**src/rtl/core/gpr_instruction_executor_macros.svh**
```systemverilog
// Assertion macros for the instruction executor.
// Each macro samples on clk and is switched off while rst_n is low.
`ifndef GPR_INSTRUCTION_EXECUTOR_MACROS_SVH
`define GPR_INSTRUCTION_EXECUTOR_MACROS_SVH

`ifndef SYNTHESIS
`define GPRE_ASSERT_NEVER(label, cond, msg) \
  label: assert property (@(posedge clk) disable iff (!rst_n) !(cond)) else $error(msg);
`define GPRE_ASSERT_NEXT(label, ante, cons, msg) \
  label: assert property (@(posedge clk) disable iff (!rst_n) (ante) |=> (cons)) else $error(msg);
`else
`define GPRE_ASSERT_NEVER(label, cond, msg)
`define GPRE_ASSERT_NEXT(label, ante, cons, msg)
`endif

`endif

```
**src/rtl/core/gpre_pkg.sv**
```systemverilog
package gpre_pkg;

  // Data memory geometry.
  localparam int DATA_BYTES = 4096;
  localparam int DAW = $clog2(DATA_BYTES);
  localparam logic [31:0] DMEM_SPAN = 32'(DATA_BYTES);
  localparam logic [31:0] DATA_BASE = 32'h4000_0000;

  // Register file geometry.
  localparam int NREGS = 32;
  localparam int RAW = 5;

  // Stream widths.
  localparam int IN_TDATA_W = 56;
  localparam int OUT_TDATA_W = 96;

  // Queue between front and back.
  localparam int QDEPTH = 2;
  localparam int QAW = $clog2(QDEPTH);

  // Opcodes.
  localparam logic [3:0] OP_ADDI    = 4'd0;
  localparam logic [3:0] OP_B       = 4'd1;
  localparam logic [3:0] OP_BEQZ    = 4'd2;
  localparam logic [3:0] OP_BGE     = 4'd3;
  localparam logic [3:0] OP_BNE     = 4'd4;
  localparam logic [3:0] OP_LA      = 4'd5;
  localparam logic [3:0] OP_LB      = 4'd6;
  localparam logic [3:0] OP_LI      = 4'd7;
  localparam logic [3:0] OP_SUBI    = 4'd8;
  localparam logic [3:0] OP_SYSCALL = 4'd9;

  localparam logic [27:0] SVC_EXIT = 28'd9;

  // Cycle costs.
  localparam logic [3:0] COST_NONE   = 4'd0;
  localparam logic [3:0] COST_LI     = 4'd3;
  localparam logic [3:0] COST_B      = 4'd4;
  localparam logic [3:0] COST_BRANCH = 4'd5;
  localparam logic [3:0] COST_LA     = 4'd5;
  localparam logic [3:0] COST_ALU    = 4'd6;
  localparam logic [3:0] COST_LB     = 4'd6;
  localparam logic [3:0] COST_SVC    = 4'd8;

  // Decoded item as it travels from the front to the back.
  typedef struct packed {
    logic            is_exec;
    logic            wr_ok;
    logic [3:0]      op;
    logic [RAW-1:0]  dst;
    logic [RAW-1:0]  src_a;
    logic [RAW-1:0]  src_b;
    logic [27:0]     imm;
    logic [11:0]     waddr;
    logic [7:0]      wbyte;
  } gpre_item_t;

  typedef struct packed {
    logic clearing;
    logic halted;
  } gpre_status_t;

  typedef struct packed {
    logic [27:0] pc;
    logic        halted;
    logic [3:0]  cost;
    logic        svc_valid;
    logic [27:0] svc_code;
    logic [31:0] svc_arg;
  } gpre_result_t;

endpackage

```
**src/rtl/core/gpre_queue.sv**
```systemverilog
module gpre_queue
  import gpre_pkg::*;
(
  input  logic       clk,
  input  logic       rst_n,
  input  logic       push,
  input  gpre_item_t push_item,
  output logic       full,
  input  logic       pop,
  output gpre_item_t head,
  output logic       empty
);

  gpre_item_t       mem_r [QDEPTH];
  logic [QAW-1:0]   wr_ptr_r, wr_ptr_nxt;
  logic [QAW-1:0]   rd_ptr_r, rd_ptr_nxt;
  logic [QAW:0]     cnt_r, cnt_nxt;

  assign full  = (cnt_r == (QAW+1)'(QDEPTH));
  assign empty = (cnt_r == '0);
  assign head  = mem_r[rd_ptr_r];

  always_comb begin
    wr_ptr_nxt = wr_ptr_r;
    rd_ptr_nxt = rd_ptr_r;
    cnt_nxt    = cnt_r;
    if (push) begin
      wr_ptr_nxt = (wr_ptr_r == QAW'(QDEPTH - 1)) ? '0 : wr_ptr_r + QAW'(1);
    end
    if (pop) begin
      rd_ptr_nxt = (rd_ptr_r == QAW'(QDEPTH - 1)) ? '0 : rd_ptr_r + QAW'(1);
    end
    if (push && !pop) begin
      cnt_nxt = cnt_r + (QAW+1)'(1);
    end else if (pop && !push) begin
      cnt_nxt = cnt_r - (QAW+1)'(1);
    end
  end

  always_ff @(posedge clk) begin
    if (!rst_n) begin
      wr_ptr_r <= '0;
      rd_ptr_r <= '0;
      cnt_r    <= '0;
    end else begin
      wr_ptr_r <= wr_ptr_nxt;
      rd_ptr_r <= rd_ptr_nxt;
      cnt_r    <= cnt_nxt;
    end
    if (push) begin
      mem_r[wr_ptr_r] <= push_item;
    end
  end

endmodule

```
**config.mk**
```make
export PLATFORM = sky130hd
export DESIGN_NAME = gpre_queue
export DESIGN_NICKNAME = d
export VERILOG_FILES = /design/src/rtl/core/gpr_instruction_executor_macros.svh /design/src/rtl/core/gpre_pkg.sv /design/src/rtl/core/gpre_queue.sv
export SDC_FILE = /design/constraint.sdc
export NUM_CORES = 1
export LEC_CHECK = 0
export BUFFER_PORTS_ARGS = -buffer_cell sky130_fd_sc_hd__buf_2
export CORE_MARGIN = 2
export CORE_UTILIZATION = 47
export DETAILED_ROUTE_END_ITERATION = 8
export MAX_ROUTING_LAYER = met4
export PLACE_DENSITY = 0.76
export SLEW_MARGIN = 40
export SYNTH_ARGS = -nofsm -noshare
export SYNTH_HDL_FRONTEND = slang
export SYNTH_SLANG_ARGS = --single-unit
```
**constraint.sdc**
```tcl
create_clock -name clk -period 3.58 [get_ports clk]
set_clock_uncertainty 0.05 [all_clocks]
set_input_delay 0.179 -clock clk [delete_from_list [all_inputs] [get_ports clk]]
set_output_delay 0.179 -clock clk [all_outputs]
set_load 0.01 [all_outputs]
```
==> results of run 1 <==
==> timing repair <==
item	in CTS	in global routing
hold buffers	72	0
endpoints found under the hold margin	143	0
resized for setup	0	0
==> final timing paths <==
check                                           start                    end  slack [ns]  cells past startpoint
worst max-delay path                             flop               head[23]        1.35                      3
worst min-delay path                             push  cnt_r[1]$_SDFFE_PN0P_        0.18                      4
worst max register to register  wr_ptr_r$_SDFFE_PN0P_  wr_ptr_r$_SDFFE_PN0P_        1.82                      4
worst min register to register  cnt_r[1]$_SDFFE_PN0P_  cnt_r[1]$_SDFFE_PN0P_        0.47                      2
==> registers in the layout, indices dropped and copies added, names as in the netlist, named ones only <==
signal and flops:
mem_r 138, cnt_r 2, rd_ptr_r 1, wr_ptr_r 1
==> per-stage QoR <==
step           cell area [um2]  utilization  worst slack [ns]  hold slack (ns)
3_5_place_dp              6150        0.568              1.83            0.320
3_3_place_gp              6090        0.562              1.74            0.316
5_1_grt                   7510        0.693              1.20            0.199
4_1_cts                   7510        0.693              1.28            0.162
6_report                  7510        0.693              1.35            0.184
2_1_floorplan             5240            -             0.971            0.228
==> cell usage in the layout (no fill, tap or decap) <==
cell           count
a21boi_1           1
and2_1             3
and2_4             1
buf_12             3
buf_2            143
buf_4              2
bufinv_16          6
clkbuf_1           2
clkbuf_16         16
clkbuf_8           1
clkinv_1           3
clkinv_2           2
clkinv_4           1
clkinvlp_4         1
dfxtp_1            4
dfxtp_4            1
dlygate4sd3_1     72
edfxtp_1         138
ha_1               1
inv_1              1
mux2_2            59
mux2_4            10
nor2_1             1
nor2b_1            2
nor2b_4            1
o21a_1             1
o21ai_0            1
or3_1              1
xnor2_1            1
xor2_1             2
==> final cells by class <==
type / instances / share of cell area
Inverter: 1 / 0.000500
Timing Repair Buffer: 220 / 0.201
Clock inverter: 13 / 0.0290
Multi-Input combinational cell: 85 / 0.125
Clock buffer: 19 / 0.0561
Sequential cell: 143 / 0.565
Tap cell: 140 / 0.0233
==> power by group through the flow <==
stage	Clock (mW)	Sequential (mW)	Combinational, mW
after global routing	1.99	1.98	0.470
final	1.88	1.97	0.434
after global placement	0	2.02	0.342
after detailed placement	0	2.01	0.375
after CTS	1.92	1.97	0.438
after floorplan	0	1.99	0.229
==> cell families (layout without fill, tap and decap cells) <==
group,count (synthesis),in the layout,share of synthesized area
DFF,143,143,0.810
muxes,69,69,0.156
and+or+nand+nor,9,9,0.0103
buffers and inverters,9,253,0.0127
AOI/OAI and AO/OA,3,3,0.00382
xor gates and xnor gates,3,3,0.00502
adders and majority gates,1,1,0.00239
==> routing by layer <==
metal | track usage | vias to the layer above | routed length [um]
met5 | - | - | 0
met1 | 0.191 | 1445 | 4070
met3 | 0.0539 | 8 | 446
met2 | 0.296 | 99 | 5400
li1 | - | 1403 | -
met4 | 0.0696 | 0 | 102
==> worst register-to-register path, cell delays in order, from the launching register on <==
cell	delay (ns)
dfxtp_1	0.34
nor2b_4	0.12
buf_4	0.44
o21a_1	0.21
dlygate4sd3_1	0.54
==> out/metrics.cfg, run 1 <==
[outcome]
status = finished, final reports clean

[placement]
port_buffers = 143
place_congestion = 0.707
placed_cells = 517
hpwl_um = 6100

[sta]
setup_tns_ns = 0
rsz0062_at_grt = no
worst_slew_pin_slew_ns = 0.503
fin_crit_ns = 2.23
slew_violations = 0
finalHoldViolations = 0
clock.fmax_mhz = 448
fin_crit_sh = 0.624
max_slew_margin = 0.665
setup_viol = 0

[clock_network]
clock_path_buffers = 2
tritoncts = yes
cts-root-buf = clkbuf_8
clk_pin_slew_ns = 0.06
htreeDepth = 4
cts_buffers = 17
clock_sinks = 143
post_cts_buffers = 0
clkLatencyLatePin_ns = 0.50

[yosys]
synth_flop_cell = edfxtp_1
synth_edf_count = 138
yosys_register_bits = 143
yosysWarnings = 0
synthMostInstantiatedCell = edfxtp_1
yosys-top-cells-area = edfxtp_1 79%, mux2_2 13%, mux2_4 2.9%
syn_inst = 237
synth_area_leader_cell = edfxtp_1
synthArstFlopShare = 0
synth_top_area_frac = 0.791
ys_types = 18
ys_seq_area_frac = 0.810
syn_area_per_cell_um2 = 22.1
syn_nets = 311
mappedNetlistArea_um2 = 5240
synth_common_cells = 138 x edfxtp_1, 59 x mux2_2, 10 x mux2_4

[power_and_ir_drop]
p_int_mw = 3.44
cellPowerDensity_nw_per_um2 = 570
combPwrFrac = 0.101
finalPower_mw = 4.29
power_frac_clock = 0.438
pwr-share-seq = 0.460
p_sw_frac = 0.198
p_leak_nw = 2.90
power.switching_mw = 0.847
vdd_ir_drop_max_uv = 323

[final_layout]
multi_input_area_um2 = 937
syn_to_final_growth_pct = 43.5
final_nets = 542
seqCellArea_um2 = 4250
n_fill_cell = 716
diodes = 0
layout.cells.non_filler = 621
drive_gt1_frac = 0.514

[worst_setup_path]
worstSetupEndpointType = output port
cp_cell_sequence = buf_12 > mux2_2 > buf_2
setup.worst_path.start_class = flop
critPathSlowestCell = dfxtp_4
cpPeakStageDelay_ns = 0.67
crit_fanout = 37
cp.arrival_ns = 2.01
cp_top_family = flip-flops
cp_data_required_time_ns = 3.35
crit_buf_inv = 2
critical_path_class = flop to output port

[detailed_routing]
route.final.wire_length_um = 10000
postRouteAntennaNets = 0
viasPerCell = 4.76
num_vias = 2955
first_iter_violations = 123
dr.pass1.iters = 4
wl_per_cell_um = 16.1
drcViolationCount = 0

[floorplanning]
die_h_um = 110
num_rows = 38
core_area_um2 = 10800
die_w_um = 110
start_util = 0.483
ios = 144
fp.dieArea_um2 = 12000

[min_path]
min_path_type = input pin to flop

[global_route]
grtUsageTotal = 0.174
grt_pass1_vias = 3134
grt_pass1_wl_um = 14700
gr-total-overflow = 0
grt_max_degree = 38
antenna_found_initial = 0

[run]
max-cap-violations = 0

(Power assumes the default switching activity.)
==> run 2: changes to the inputs <==
==> constraint.sdc (replaced) <==
create_clock -name clk -period 2.05 [get_ports clk]
set_clock_uncertainty 0.05 [all_clocks]
set_input_delay 0.1025 -clock clk [delete_from_list [all_inputs] [get_ports clk]]
set_output_delay 0.1025 -clock clk [all_outputs]
set_load 0.01 [all_outputs]
==> out/metrics.cfg, run 2 (synthesis gave the netlist of run 1 again) <==
[global_route]
grt_pass1_vias = 3205
antenna_found_initial = 0
grt_max_degree = 37
grtUsageTotal = 0.178
gr-total-overflow = 0
grt_pass1_wl_um = 15300

[final_layout]
layout_commonest_cell = buf_2
regMostFlops = mem_r
drive_gt1_frac = 0.522
top_regs = mem_r (138), cnt_r (2)
final_cell_mix = 143 x buf_2, 138 x edfxtp_1, 72 x dlygate4sd3_1
layout.cells.non_filler = 623
n_fill_cell = 738
final_nets = 544
stdcell_area_um2 = 7510
largest_register_ffs = 138
syn_to_final_growth_pct = 43.5
diodes = 0

[detailed_routing]
dr.pass1.iters = 4
postRouteAntennaNets = 0
drcViolationCount = 0
num_vias = 2964
wl_per_cell_um = 16.2
first_iter_violations = 114
viasPerCell = 4.76
route.final.wire_length_um = 10100

[worst_setup_path]
worstSetupEndpointType = output port
critical_path_class = flop to output port
cp_data_required_time_ns = 1.90
cp.arrival_ns = 1.74
setup.worst_path.start_class = flop
crit_fanout = 34

[floorplanning]
die_w_um = 110
fp.dieArea_um2 = 12000
die_h_um = 110
start_util = 0.483
core_area_um2 = 10800
ios = 144
num_rows = 38

[sta]
fin_crit_ns = 1.89
finalHoldViolations = 0
setup_viol = 0
max_slew_margin = 0.674
fin_crit_sh = 0.923
slew_violations = 0
setup_tns_ns = 0
clock.fmax_mhz = 528
worst_slew_pin_slew_ns = 0.489
rsz0062_at_grt = no

[clock_network]
cts_buffers = 17
clock_sinks = 143
clkLatencyLatePin_ns = 0.51
clock_path_buffers = 2
htreeDepth = 4
post_cts_buffers = 0
tritoncts = yes
cts-root-buf = clkbuf_8
clk_pin_slew_ns = 0.06

[power_and_ir_drop]
vdd_ir_drop_max_uv = 593
power_frac_clock = 0.431
p_sw_frac = 0.202
cellPowerDensity_nw_per_um2 = 984
p_int_mw = 5.90
p_leak_nw = 2.90
combPwrFrac = 0.107
pwr-share-seq = 0.463
power.switching_mw = 1.49

[run]
max-cap-violations = 0

[placement]
place_congestion = 0.662
placed_cells = 519
port_buffers = 143
hpwl_um = 6060
placed_area_um2 = 6160

[min_path]
min_path_type = input pin to flop

[outcome]
status = finished, final reports clean

## run 2: path summary, 6_finish.rpt
check                        start                    end  slack, ns  cells after the start
max reg2reg  wr_ptr_r$_SDFFE_PN0P_  wr_ptr_r$_SDFFE_PN0P_       0.36                      4
min                           push  cnt_r[1]$_SDFFE_PN0P_       0.08                      4
min reg2reg  cnt_r[1]$_SDFFE_PN0P_  cnt_r[1]$_SDFFE_PN0P_       0.46                      2
max                           flop               head[27]       0.16                      3
## run 2: worst max-delay path, cell delays in order, from the launching register on
cell,delay [ns]
dfxtp_4,0.36
buf_6,0.30
mux2_2,0.40
buf_2,0.14
## run 2: metrics by stage
stage	hold slack, ns	total power, mW	util	setup WS, ns
after floorplan	0.151	3.87	-	0.215
after global placement	0.240	4.14	0.568	0.590
after detailed placement	0.244	4.16	0.568	0.573
after CTS	0.0555	7.46	0.693	0.0109
after global routing	0.0850	7.67	0.693	0.0920
final	0.0808	7.39	0.693	0.157
## run 2: timing repair
action	in CTS	in global routing
hold endpoints to repair	143	0
resized for setup	0	1
setup endpoints to repair	0	13
hold buffers	72	0
## run 2: power by group through the flow
| stage | combinational [mW] | clock (mW) | sequential (mW) |
|---|---|---|---|
| 2_1_floorplan | 0.401 | 0 | 3.47 |
| 3_3_place_gp | 0.668 | 0 | 3.47 |
| 3_5_place_dp | 0.680 | 0 | 3.48 |
| 4_1_cts | 0.793 | 3.24 | 3.42 |
| 5_1_grt | 0.857 | 3.38 | 3.43 |
| 6_report | 0.789 | 3.18 | 3.42 |
## run 2: layer usage
metal,share of wire,wire [um],global-route usage,vias to the layer above
met5,0,0,-,-
li1,-,-,-,1407
met1,0.39,3960,0.203,1426
met3,0.066,667,0.0498,14
met2,0.53,5350,0.302,117
met4,0.011,109,0.0651,0
## run 2: layout make-up
| class | count | area [um2] | share of cell area |
|---|---|---|---|
| sequential | 143 | 4250 | 0.565 |
| multi-input combinational | 85 | 937 | 0.125 |
| inverter | 1 | 3.75 | 0.000500 |
| clock buffer | 22 | 473 | 0.0629 |
| clock inverter | 10 | 159 | 0.0211 |
| timing repair buffer | 222 | 1520 | 0.202 |
| tap | 140 | 175 | 0.0233 |
