===== src/rtl/core/gpr_instruction_executor_macros.svh =====
// Assertion macros for the instruction executor.
// Each macro samples on clk and is switched off while rst_n is low.
`ifndef GPR_INSTRUCTION_EXECUTOR_MACROS_SVH
`define GPR_INSTRUCTION_EXECUTOR_MACROS_SVH

`ifndef SYNTHESIS
`define GPRE_ASSERT_NEVER(label, cond, msg) \
  label: assert property (@(posedge clk) disable iff (!rst_n) !(cond)) else $error(msg);
`define GPRE_ASSERT_NEXT(label, ante, cons, msg) \
  label: assert property (@(posedge clk) disable iff (!rst_n) (ante) |=> (cons)) else $error(msg);
`else
`define GPRE_ASSERT_NEVER(label, cond, msg)
`define GPRE_ASSERT_NEXT(label, ante, cons, msg)
`endif

`endif


===== src/rtl/core/gpre_pkg.sv =====
package gpre_pkg;

  // Data memory geometry.
  localparam int DATA_BYTES = 4096;
  localparam int DAW = $clog2(DATA_BYTES);
  localparam logic [31:0] DMEM_SPAN = 32'(DATA_BYTES);
  localparam logic [31:0] DATA_BASE = 32'h4000_0000;

  // Register file geometry.
  localparam int NREGS = 32;
  localparam int RAW = 5;

  // Stream widths.
  localparam int IN_TDATA_W = 56;
  localparam int OUT_TDATA_W = 96;

  // Queue between front and back.
  localparam int QDEPTH = 2;
  localparam int QAW = $clog2(QDEPTH);

  // Opcodes.
  localparam logic [3:0] OP_ADDI    = 4'd0;
  localparam logic [3:0] OP_B       = 4'd1;
  localparam logic [3:0] OP_BEQZ    = 4'd2;
  localparam logic [3:0] OP_BGE     = 4'd3;
  localparam logic [3:0] OP_BNE     = 4'd4;
  localparam logic [3:0] OP_LA      = 4'd5;
  localparam logic [3:0] OP_LB      = 4'd6;
  localparam logic [3:0] OP_LI      = 4'd7;
  localparam logic [3:0] OP_SUBI    = 4'd8;
  localparam logic [3:0] OP_SYSCALL = 4'd9;

  localparam logic [27:0] SVC_EXIT = 28'd9;

  // Cycle costs.
  localparam logic [3:0] COST_NONE   = 4'd0;
  localparam logic [3:0] COST_LI     = 4'd3;
  localparam logic [3:0] COST_B      = 4'd4;
  localparam logic [3:0] COST_BRANCH = 4'd5;
  localparam logic [3:0] COST_LA     = 4'd5;
  localparam logic [3:0] COST_ALU    = 4'd6;
  localparam logic [3:0] COST_LB     = 4'd6;
  localparam logic [3:0] COST_SVC    = 4'd8;

  // Decoded item as it travels from the front to the back.
  typedef struct packed {
    logic            is_exec;
    logic            wr_ok;
    logic [3:0]      op;
    logic [RAW-1:0]  dst;
    logic [RAW-1:0]  src_a;
    logic [RAW-1:0]  src_b;
    logic [27:0]     imm;
    logic [11:0]     waddr;
    logic [7:0]      wbyte;
  } gpre_item_t;

  typedef struct packed {
    logic clearing;
    logic halted;
  } gpre_status_t;

  typedef struct packed {
    logic [27:0] pc;
    logic        halted;
    logic [3:0]  cost;
    logic        svc_valid;
    logic [27:0] svc_code;
    logic [31:0] svc_arg;
  } gpre_result_t;

endpackage


===== src/rtl/core/gpre_front.sv =====
module gpre_front
  import gpre_pkg::*;
(
  input  logic                  clk,
  input  logic                  rst_n,
  input  logic                  in_tvalid,
  output logic                  in_tready,
  input  logic [IN_TDATA_W-1:0] in_tdata,
  input  logic                  in_tuser,
  input  gpre_status_t          status,
  output logic                  q_push,
  output gpre_item_t            q_item,
  input  logic                  q_full
);

  logic       stg_vld_r, stg_vld_nxt;
  gpre_item_t stg_item_r;
  gpre_item_t dec;
  logic       accept;
  logic [31:0] word;

  assign q_push    = stg_vld_r && !q_full;
  assign q_item    = stg_item_r;
  assign in_tready = !status.clearing && (!stg_vld_r || !q_full);
  assign accept    = in_tvalid && in_tready;
  assign word      = in_tdata[31:0];

  // A system call reads r0 for its argument, so port A is steered there.
  always_comb begin
    dec.is_exec = in_tuser;
    dec.op      = word[31:28];
    dec.dst     = word[27:23];
    dec.src_a   = (word[31:28] == OP_SYSCALL) ? RAW'(0) : word[27:23];
    dec.src_b   = word[22:18];
    dec.imm     = word[27:0];
    dec.waddr   = in_tdata[43:32];
    dec.wbyte   = in_tdata[51:44];
    dec.wr_ok   = (32'(in_tdata[43:32]) < DMEM_SPAN);
  end

  always_comb begin
    stg_vld_nxt = stg_vld_r;
    if (accept) begin
      stg_vld_nxt = 1'b1;
    end else if (q_push) begin
      stg_vld_nxt = 1'b0;
    end
  end

  always_ff @(posedge clk) begin
    if (!rst_n) begin
      stg_vld_r <= 1'b0;
    end else begin
      stg_vld_r <= stg_vld_nxt;
    end
    if (accept) begin
      stg_item_r <= dec;
    end
  end

endmodule


===== config.mk =====
export PLATFORM = sky130hd
export DESIGN_NAME = gpre_front
export DESIGN_NICKNAME = d
export VERILOG_FILES = /design/src/rtl/core/gpr_instruction_executor_macros.svh /design/src/rtl/core/gpre_pkg.sv /design/src/rtl/core/gpre_front.sv
export SDC_FILE = /design/constraint.sdc
export NUM_CORES = 1
export LEC_CHECK = 0
export BUFFER_PORTS_ARGS = -buffer_cell sky130_fd_sc_hd__clkbuf_2
export CORE_AREA = 4 4 72 74
export DETAILED_ROUTE_END_ITERATION = 10
export DIE_AREA = 0 0 76 78
export PLACE_DENSITY_LB_ADDON = 0.15
export SKIP_CTS_REPAIR_TIMING = 1
export SYNTH_ARGS = -nofsm -noshare
export SYNTH_HDL_FRONTEND = slang
export SYNTH_SLANG_ARGS = --single-unit

===== constraint.sdc =====
create_clock -name clk -period 7.6 [get_ports clk]
set_input_delay 0.38 -clock clk [delete_from_list [all_inputs] [get_ports clk]]
set_output_delay 0.38 -clock clk [all_outputs]
set_load 0.03 [all_outputs]

==> results.tsv, run 1 <==
stage	metric	value	unit
placed_design	io_buffer_count	127	
power	switchingPower	0.000159	W
floorplanning	floorplan.initialDensity	42.0	%
yosys	synth_ff_type	edfxtp_1	
yosys	synth.avg_cell_area	23.2	sq um
power	p_comb_share	10.6	%
placed_design	globalplace.congestion	0.674	
power	p_per_area	246	mW/mm^2
grt	grt-ovfl-total	0	
yosys	ys_ff_latch	59	
setup_path	worstPathArrival	1110	ps
layout	synthToLayoutAreaGrowth	41.0	%
yosys	synth_commonest_cells	58 x edfxtp_1, 11 x buf_4, 6 x nor2b_1	
layout	final_cell_area	0.00272	sq mm
yosys	synth_most_common_cell	edfxtp_1	
clock_tree	cts_buffers	9	
yosys	yosysWarnings	0	
setup_path	crit_chain	nor2b_1 -> clkbuf_2	
clock_tree	tritoncts	built	
setup_path	rr_startpoint	stg_vld_r	
route	vias	1172	
yosys	seq_area_frac_synth	91.3	%
outcome	status	finished, final reports clean	
layout	finalNetCount	274	
route	ant_nets	0	
sta	setup_viol	0	
yosys	synth_area_leaders	edfxtp_1 90%, buf_4 4.3%, nor2b_1 1.9%	
placed_design	hpwl	2940	microns
clock_tree	cts_buffer_depth	2	
yosys	synthArstFlopShare	0	%
power	swShare	23.7	%
sta	tns	0	ps
sta	finalHoldViolCount	0	
floorplanning	coreArea	0.00460	sq mm
clock_tree	cts_sinks	59	
sta	finalWorstSetupSlack	6110	ps
placed_design	dp_slack	5830	ps
route	drt_iter0_markers	47	
floorplanning	placementRows	25	
setup_path	endpoint_kind	primary output	
sta	fmax	0.672	GHz
floorplanning	die_y	78	microns
layout	diodes	0	
yosys	synth_top_area_share	90.3	%
grt	grt_pass1_vias	1257	
layout	final_util	59.2	%
sta	period_share	19.6	%
route	drc	0	
setup_path	slowest_stage	dfxtp_1	
grt	grt_max_degree	59	
grt	antenna_found_initial	0	
grt	track_usage	13.4	%
power	power.share.clock	32.7	%
job	maxCapViolations	0	
power	intPower	0.000510	W
layout	fillers	387	
setup_path	worstPathMaxFanout	4	
clock_tree	path_clk_slew	60	ps
grt	grt_pass1_wl	6040	microns
yosys	synth_edf_count	58	
power	p_leak	1.20	nW
floorplanning	ioPinCount	134	
layout	drive_gt1_share	64.8	%
setup_path	cp-start-kind	flip-flop	
floorplanning	die_area	0.00593	sq mm
clock_tree	clock_latency	310	ps
floorplanning	die-width	76	microns
power	ir_drop	133	uV
clock_tree	cts_root_buf	clkbuf_8	
setup_path	critPathKind	flip-flop to primary output	
yosys	yosysTopAreaCell	edfxtp_1	
yosys	syn_area	0.00193	sq mm
sta	fin_crit	1490	ps
route	routed_wl	3920	microns
yosys	synth_fp_nets	146	
power	seq_power_share	56.7	%
min_path	min_from	in_tdata[32]	
clock_tree	htree_levels	3	
placed_design	placed_area	0.00257	sq mm
sta	rsz0062_at_grt	no	
yosys	netlist_instances	83	
route	via_per_inst	4.34	
route	wire_per_inst	14.5	microns
setup_path	startpoint	stg_vld_r	
setup_path	slowest_delay	410	ps
min_path	hold_class	input port to flip-flop	
sta	finClkSkew	5.74	ps
sta	slew_headroom	51.9	%
sta	tightest_slew	721	ps
sta	slew_violations	0	
setup_path	critical_path_required	7220	ps
route	firstDrtPassIters	4	
yosys	synth_cell_types	10	
[worst max-delay path: cells and delay by family (launching register included)]
kind                   cells  cell delay [ps]
buffers and inverters      1              220
AND/OR/NAND/NOR            1              170
flip-flops                 1              410
[layout by cell type (no fill, tap or decap)]
cell type,count
nor2b_1,6
a21boi_0,1
nand2_1,1
edfxtp_1,58
clkbuf_1,2
buf_4,1
clkbuf_8,9
clkbuf_2,127
conb_1,1
a21oi_4,1
clkinv_2,1
a21oi_1,1
nand2b_1,1
dfxtp_1,1
clkinv_1,4
and4bb_4,1
[area by class of cell]
type | count | area (sq um) | share of cell area [%]
Tap cell | 54 | 67.6 | 2.48
Sequential cell | 59 | 1760 | 64.8
Clock inverter | 5 | 20.0 | 0.736
Multi-Input combinational cell | 13 | 96.3 | 3.54
Clock buffer | 11 | 131 | 4.83
Timing Repair Buffer | 128 | 643 | 23.6
[stage by stage]
stage	instances	hold slack (ps)	total power, W
floorplan	83	463	0.000430
global placement	254	506	0.000456
detailed placement	254	545	0.000458
CTS	270	222	0.000679
global route	270	216	0.000700
finish	270	238	0.000669
[cell families (layout without fill, tap and decap cells)]
group           after synthesis  after routing  synth area share (%)
flops                        59             59                  91.3
simple gates                  9              9                  3.31
compound gates                3              3                 0.908
buf+inv                      11            144                  4.28
other cells                   1              1                 0.194
[flip-flops by register name, summed over array words and instances (netlist names)]
name,cells
q_item,58
stg_vld_r,1
[worst paths after layout]
path           endpoint  slack [ps]  cells after the start
min           q_item[8]         240                      1
max              q_push        6110                      2
min reg2reg   stg_vld_r         550                      2
max reg2reg  q_item[29]        6140                      2
[power by group through the flow]
stage	clock [W]	combinational (W)	sequential [W]
floorplan	0	0.0000164	0.000414
global placement	0	0.0000707	0.000385
detailed placement	0	0.0000720	0.000386
CTS	0.000228	0.0000720	0.000379
global route	0.000244	0.0000756	0.000380
finish	0.000219	0.0000710	0.000379
[routing by layer]
layer / vias to the layer above / global-route usage, % / share of wire [%]
li1: 561 / - / -
met1: 530 / 13.0 / 34
met2: 77 / 22.6 / 53
met3: 4 / 6.84 / 12
met4: 0 / 8.01 / 0.84
met5: - / 0 / 0
Note: power is estimated with default switching activity, not from simulation.
==> run 2, diff against run 1 <==
--- a/config.mk
+++ b/config.mk
@@ -5,10 +5,11 @@
 export SDC_FILE = /design/constraint.sdc
 export NUM_CORES = 1
 export LEC_CHECK = 0
+export ABC_AREA = 1
 export BUFFER_PORTS_ARGS = -buffer_cell sky130_fd_sc_hd__clkbuf_2
-export CORE_AREA = 4 4 72 74
+export CORE_AREA = 4 4 79 81
 export DETAILED_ROUTE_END_ITERATION = 10
-export DIE_AREA = 0 0 76 78
+export DIE_AREA = 0 0 83 85
 export PLACE_DENSITY_LB_ADDON = 0.15
 export SKIP_CTS_REPAIR_TIMING = 1
 export SYNTH_ARGS = -nofsm -noshare
==> constraint.sdc (replaced) <==
create_clock -name clk -period 1.3 [get_ports clk]
set_input_delay 0.065 -clock clk [delete_from_list [all_inputs] [get_ports clk]]
set_output_delay 0.065 -clock clk [all_outputs]
set_load 0.03 [all_outputs]
==> results.tsv, run 2 <==
stage	metric	value	unit
outcome	status	finished, final reports clean	
route	via_per_inst	4.13	
floorplanning	die_area	0.00706	sq mm
power	p_total	0.00450	W
yosys	synth_commonest_cells	58 x edfxtp_1, 11 x buf_4, 5 x inv_1	
setup_path	critPathKind	flip-flop to flip-flop	
setup_path	r2r_slack	90	ps
power	ir_drop	804	uV
yosys	synthArstFlopShare	0	%
layout	layout_commonest_cell	clkbuf_2	
route	drt_iter0_markers	21	
setup_path	ff2ff_path_depth	4	
clock_tree	clock_latency	320	ps
yosys	synth_area_leaders	edfxtp_1 89%, buf_4 4.2%, a21boi_1 1.5%	
layout	finalNetCount	335	
sta	slew_violations	0	
floorplanning	floorplan.initialDensity	35.7	%
setup_path	critical_path_required	1310	ps
power	switchingPower	0.00101	W
route	routed_wl	4590	microns
sta	setup_viol	0	
min_path	whs_path_depth	4	
clock_tree	htree_levels	3	
power	p_per_area	1330	mW/mm^2
yosys	synth_top_area_share	89.2	%
sta	fin_crit	1210	ps
layout	drive_gt1_share	53.8	%
placed_design	io_buffer_count	127	
sta	finClkSkew	6.86	ps
job	maxCapViolations	0	
setup_path	startpoint	stg_vld_r	
grt	track_usage	11.9	%
setup_path	slowest_delay	320	ps
clock_tree	cts_buffer_depth	2	
setup_path	crit_cells	4	
yosys	synth_edf_count	58	
yosys	synth_most_common_cell	edfxtp_1	
yosys	synth_fp_nets	152	
setup_path	cp-start-kind	flip-flop	
placed_design	globalplace.congestion	0.742	
layout	synthToLayoutAreaGrowth	73.7	%
route	firstDrtPassIters	5	
clock_tree	cts_sinks	59	
clock_tree	cts_buffers	9	
layout	layout_common_cells	127 x clkbuf_2, 58 x edfxtp_1, 54 x dlygate4sd3_1	
yosys	yosysWarnings	0	
route	vias	1441	
layout	largest_reg_flops	58	
floorplanning	die-width	83	microns
power	power.share.clock	38.1	%
placed_design	dp_slack	98.4	ps
setup_path	worstPathMaxFanout	33	
floorplanning	coreArea	0.00547	sq mm
grt	grt_pass1_vias	1266	
grt	grt_pass1_wl	6340	microns
setup_path	crit_family	flip-flops	
yosys	syn_area	0.00195	sq mm
power	intPower	0.00349	W
floorplanning	ioPinCount	134	
floorplanning	placementRows	27	
route	drc	0	
sta	finalWorstSetupSlack	94.9	ps
floorplanning	die_y	85	microns
power	seq_power_share	49.2	%
grt	grt-ovfl-total	0	
placed_design	hpwl	3140	microns
setup_path	endpoint_kind	flip-flop	
power	p_leak	1.50	nW
setup_path	critPathCapture	q_item[3]	
yosys	ys_ff_latch	59	
setup_path	worst-path-buf-inv	2	
sta	finalHoldViolCount	0	
power	swShare	22.5	%
clock_tree	path_clk_slew	60	ps
grt	antenna_found_initial	0	
setup_path	crit_chain	nand2_2 -> inv_2 -> nor3_4 -> buf_12	
sta	period_share	92.7	%
layout	stdcell_count	349	
grt	grt_max_degree	34	
route	wire_per_inst	13.1	microns
yosys	synth_ff_type	edfxtp_1	
yosys	yosysTopAreaCell	edfxtp_1	
setup_path	r2r-end	q_item[3]	
clock_tree	cts_root_buf	clkbuf_8	
setup_path	worstPathArrival	1220	ps
sta	rsz0062_at_grt	no	
setup_path	rr_startpoint	stg_vld_r	
yosys	synth.avg_cell_area	21.9	sq um
min_path	hold_class	input port to flip-flop	
layout	diodes	0	
sta	fmax	0.830	GHz
route	ant_nets	0	
yosys	seq_area_frac_synth	90.2	%
power	p_comb_share	12.7	%
clock_tree	tritoncts	built	
placed_design	placed_cells	279	
yosys	netlist_instances	89	
setup_path	slowest_stage	dfxtp_2	
yosys	synth_cell_types	12	
==> run 2: changes by cell type in the layout (fill, tap and decap cells not counted), moves of 4 or more <==
cell | previous run | this run
dlygate4sd3_1 | 0 | 54
a21boi_1 | 0 | 4
nor2b_1 | 6 | 0
inv_1 | 0 | 4
==> run 2: cell type report <==
cell class	count	area [sq um]
fill	435	2080
tap	72	90.1
clock buffer	9	124
sequential	59	1760
inverter	5	18.8
clock inverter	7	82.6
timing repair buffer	183	1220
multi-input combinational	14	98.8
==> run 2: logic make-up (layout without fill, tap and decap cells) <==
kind of cell / Yosys count / count (layout) / share of synthesized area [%]
flip-flops: 59 / 59 / 90.2
buffers and inverters: 16 / 204 / 5.19
AND/OR/NAND/NOR: 7 / 7 / 2.05
AO/OA/AOI/OAI: 6 / 6 / 2.37
other: 1 / 1 / 0.192
==> run 2: worst min path at each step <==
stage,from,endpoint,slack [ps]
final,status[1],stg_vld_r,70
after global placement,in_tdata[42],q_item[18],240
after global routing,status[1],stg_vld_r,70
after detailed placement,in_tdata[0],q_item[20],240
after floorplan,rst_n,stg_vld_r,160
after CTS,in_tdata[5],q_item[25],-110
==> run 2: through the flow <==
step | util (%) | instance area (sq um) | hold WS, ps | TNS, ps
after detailed placement | 48.4 | 2650 | 244 | 0
after floorplan | - | 1960 | 163 | -52400
after global placement | 48.4 | 2650 | 243 | 0
final | 62.0 | 3390 | 66.5 | 0
after CTS | 52.1 | 2850 | -109 | 0
after global routing | 62.0 | 3390 | 72.4 | 0
==> run 2: worst register-to-register path: cells and delay by family (launching register included) <==
family / cells / cell delay (ps)
flops: 1 / 320
buf+inv: 2 / 290
simple gates: 2 / 270
==> run 2: power by group through the flow <==
stage               clock, W  sequential, W  combinational (W)
global route         0.00187        0.00222           0.000611
CTS                  0.00178        0.00221           0.000448
global placement           0        0.00225           0.000440
detailed placement         0        0.00225           0.000446
floorplan                  0        0.00241           0.000106
finish               0.00172        0.00221           0.000571
==> run 2: layer usage <==
metal	vias up	GRT usage, %	share of wire (%)
met5	-	0	0
met4	0	7.28	2.1
met3	8	7.96	11
met2	93	18.3	51
met1	654	12.1	36
li1	686	-	-
==> run 3, diff against run 2 <==
--- a/config.mk
+++ b/config.mk
@@ -7,9 +7,9 @@
 export LEC_CHECK = 0
 export ABC_AREA = 1
 export BUFFER_PORTS_ARGS = -buffer_cell sky130_fd_sc_hd__clkbuf_2
-export CORE_AREA = 4 4 79 81
+export CORE_AREA = 4 4 88 73
 export DETAILED_ROUTE_END_ITERATION = 10
-export DIE_AREA = 0 0 83 85
+export DIE_AREA = 0 0 92 77
 export PLACE_DENSITY_LB_ADDON = 0.15
 export SKIP_CTS_REPAIR_TIMING = 1
 export SYNTH_ARGS = -nofsm -noshare
==> results.tsv, run 3 (synthesis results as in run 2) <==
stage	metric	value	unit
outcome	status	finished, final reports clean	
clock_tree	clock_latency	330	ps
power	intPower	0.00348	W
layout	final_util	61.9	%
clock_tree	cts_sinks	59	
clock_tree	tritoncts	built	
setup_path	critPathKind	flip-flop to flip-flop	
min_path	min_from	status[1]	
power	power.share.clock	38.3	%
clock_tree	path_clk_slew	70	ps
setup_path	worstPathMaxFanout	58	
placed_design	placed_cells	284	
route	ant_nets	0	
setup_path	startpoint	stg_vld_r	
floorplanning	placementRows	24	
setup_path	critical_path_required	1300	ps
job	maxCapViolations	0	
layout	layout_common_cells	127 x clkbuf_2, 58 x edfxtp_1, 54 x dlygate4sd3_1	
sta	finalHoldViolCount	0	
power	ir_drop	937	uV
sta	slew_violations	0	
power	p_comb_share	12.6	%
sta	finalWorstSetupSlack	54.6	ps
clock_tree	cts_buffer_depth	2	
power	p_per_area	1340	mW/mm^2
floorplanning	coreArea	0.00547	sq mm
placed_design	placed_area	0.00263	sq mm
clock_tree	cts_buffers	9	
setup_path	rr_startpoint	stg_vld_r	
route	drc	0	
placed_design	dp_slack	70.7	ps
sta	hold_slack	58.3	ps
floorplanning	ioPinCount	134	
setup_path	endpoint_kind	flip-flop	
sta	rsz0062_at_grt	no	
power	seq_power_share	49.0	%
power	switchingPower	0.00103	W
grt	grt_max_degree	59	
grt	grt_pass1_vias	1248	
route	wire_per_inst	14.1	microns
placed_design	hpwl	3140	microns
floorplanning	die_y	77	microns
sta	finClkSkew	6.57	ps
floorplanning	die_area	0.00708	sq mm
floorplanning	floorplan.initialDensity	35.7	%
power	swShare	22.8	%
layout	fillers	437	
sta	setup_viol	0	
grt	grt-ovfl-total	0	
route	firstDrtPassIters	3	
sta	period_share	95.8	%
floorplanning	die-width	92	microns
grt	track_usage	11.7	%
placed_design	globalplace.congestion	0.711	
route	routed_wl	4980	microns
grt	grt_pass1_wl	6090	microns
power	p_leak	1.49	nW
layout	drive_gt1_share	53.6	%
layout	synthToLayoutAreaGrowth	73.1	%
setup_path	cp-start-kind	flip-flop	
layout	stdcell_count	354	
layout	final_cell_area	0.00338	sq mm
layout	diodes	0	
layout	layout_commonest_cell	clkbuf_2	
route	drt_iter0_markers	19	
clock_tree	cts_root_buf	clkbuf_8	
clock_tree	htree_levels	3	
route	via_per_inst	4.10	
layout	largest_reg_flops	58	
route	vias	1450	
sta	fmax	0.803	GHz
grt	antenna_found_initial	0	
sta	fin_crit	1250	ps
layout	finalNetCount	334	
placed_design	io_buffer_count	127	
setup_path	worstPathArrival	1240	ps
min_path	hold_class	input port to flip-flop	
==> run 3: cell types whose count changed in the layout (fill, tap and decap cells not counted) <==
| cell | previous run | this run |
|---|---|---|
| buf_12 | 2 | 1 |
==> run 3: stage by stage <==
step	total power, W	TNS (ps)
2_1_floorplan	0.00252	-52400
3_3_place_gp	0.00268	0
3_5_place_dp	0.00270	0
4_1_cts	0.00443	0
5_1_grt	0.00471	0
6_report	0.00452	0
==> run 3: final cells by class <==
type,count,area [sq um],area share (%)
clock inverter,7,82.6,2.44
sequential,59,1760,52.1
inverter,5,18.8,0.555
multi-input combinational,14,98.8,2.92
tap,78,97.6,2.89
timing repair buffer,182,1200,35.4
clock buffer,9,124,3.66
==> run 3: power groups by stage <==
stage | Sequential [W] | Combinational (W) | Clock [W]
6_report | 0.00221 | 0.000570 | 0.00173
5_1_grt | 0.00222 | 0.000603 | 0.00188
4_1_cts | 0.00221 | 0.000441 | 0.00177
3_5_place_dp | 0.00225 | 0.000441 | 0
3_3_place_gp | 0.00225 | 0.000432 | 0
2_1_floorplan | 0.00241 | 0.000106 | 0
==> run 3: critical path: stages (launching register included) <==
cell     delay, ps
dfxtp_2        320
nand2_2         60
inv_2           50
nor3_4         140
buf_12         300
==> run 3: final timing paths <==
| check | end | slack [ps] | cells past startpoint |
|---|---|---|---|
| setup reg to reg | q_item[10] | 50 | 4 |
| hold reg to reg | stg_vld_r | 560 | 4 |
| setup / recovery | q_item[10] | 50 | 4 |
| hold / removal | stg_vld_r | 60 | 4 |
==> run 3: layer usage <==
metal  vias to the layer above  GRT usage [%]  wire length, microns
li1                        682              -                     -
met1                       668           11.9                  1700
met2                        92           18.7                  2590
met3                         8           7.63                   606
met4                         0           5.34                    76
met5                         -              0                     0
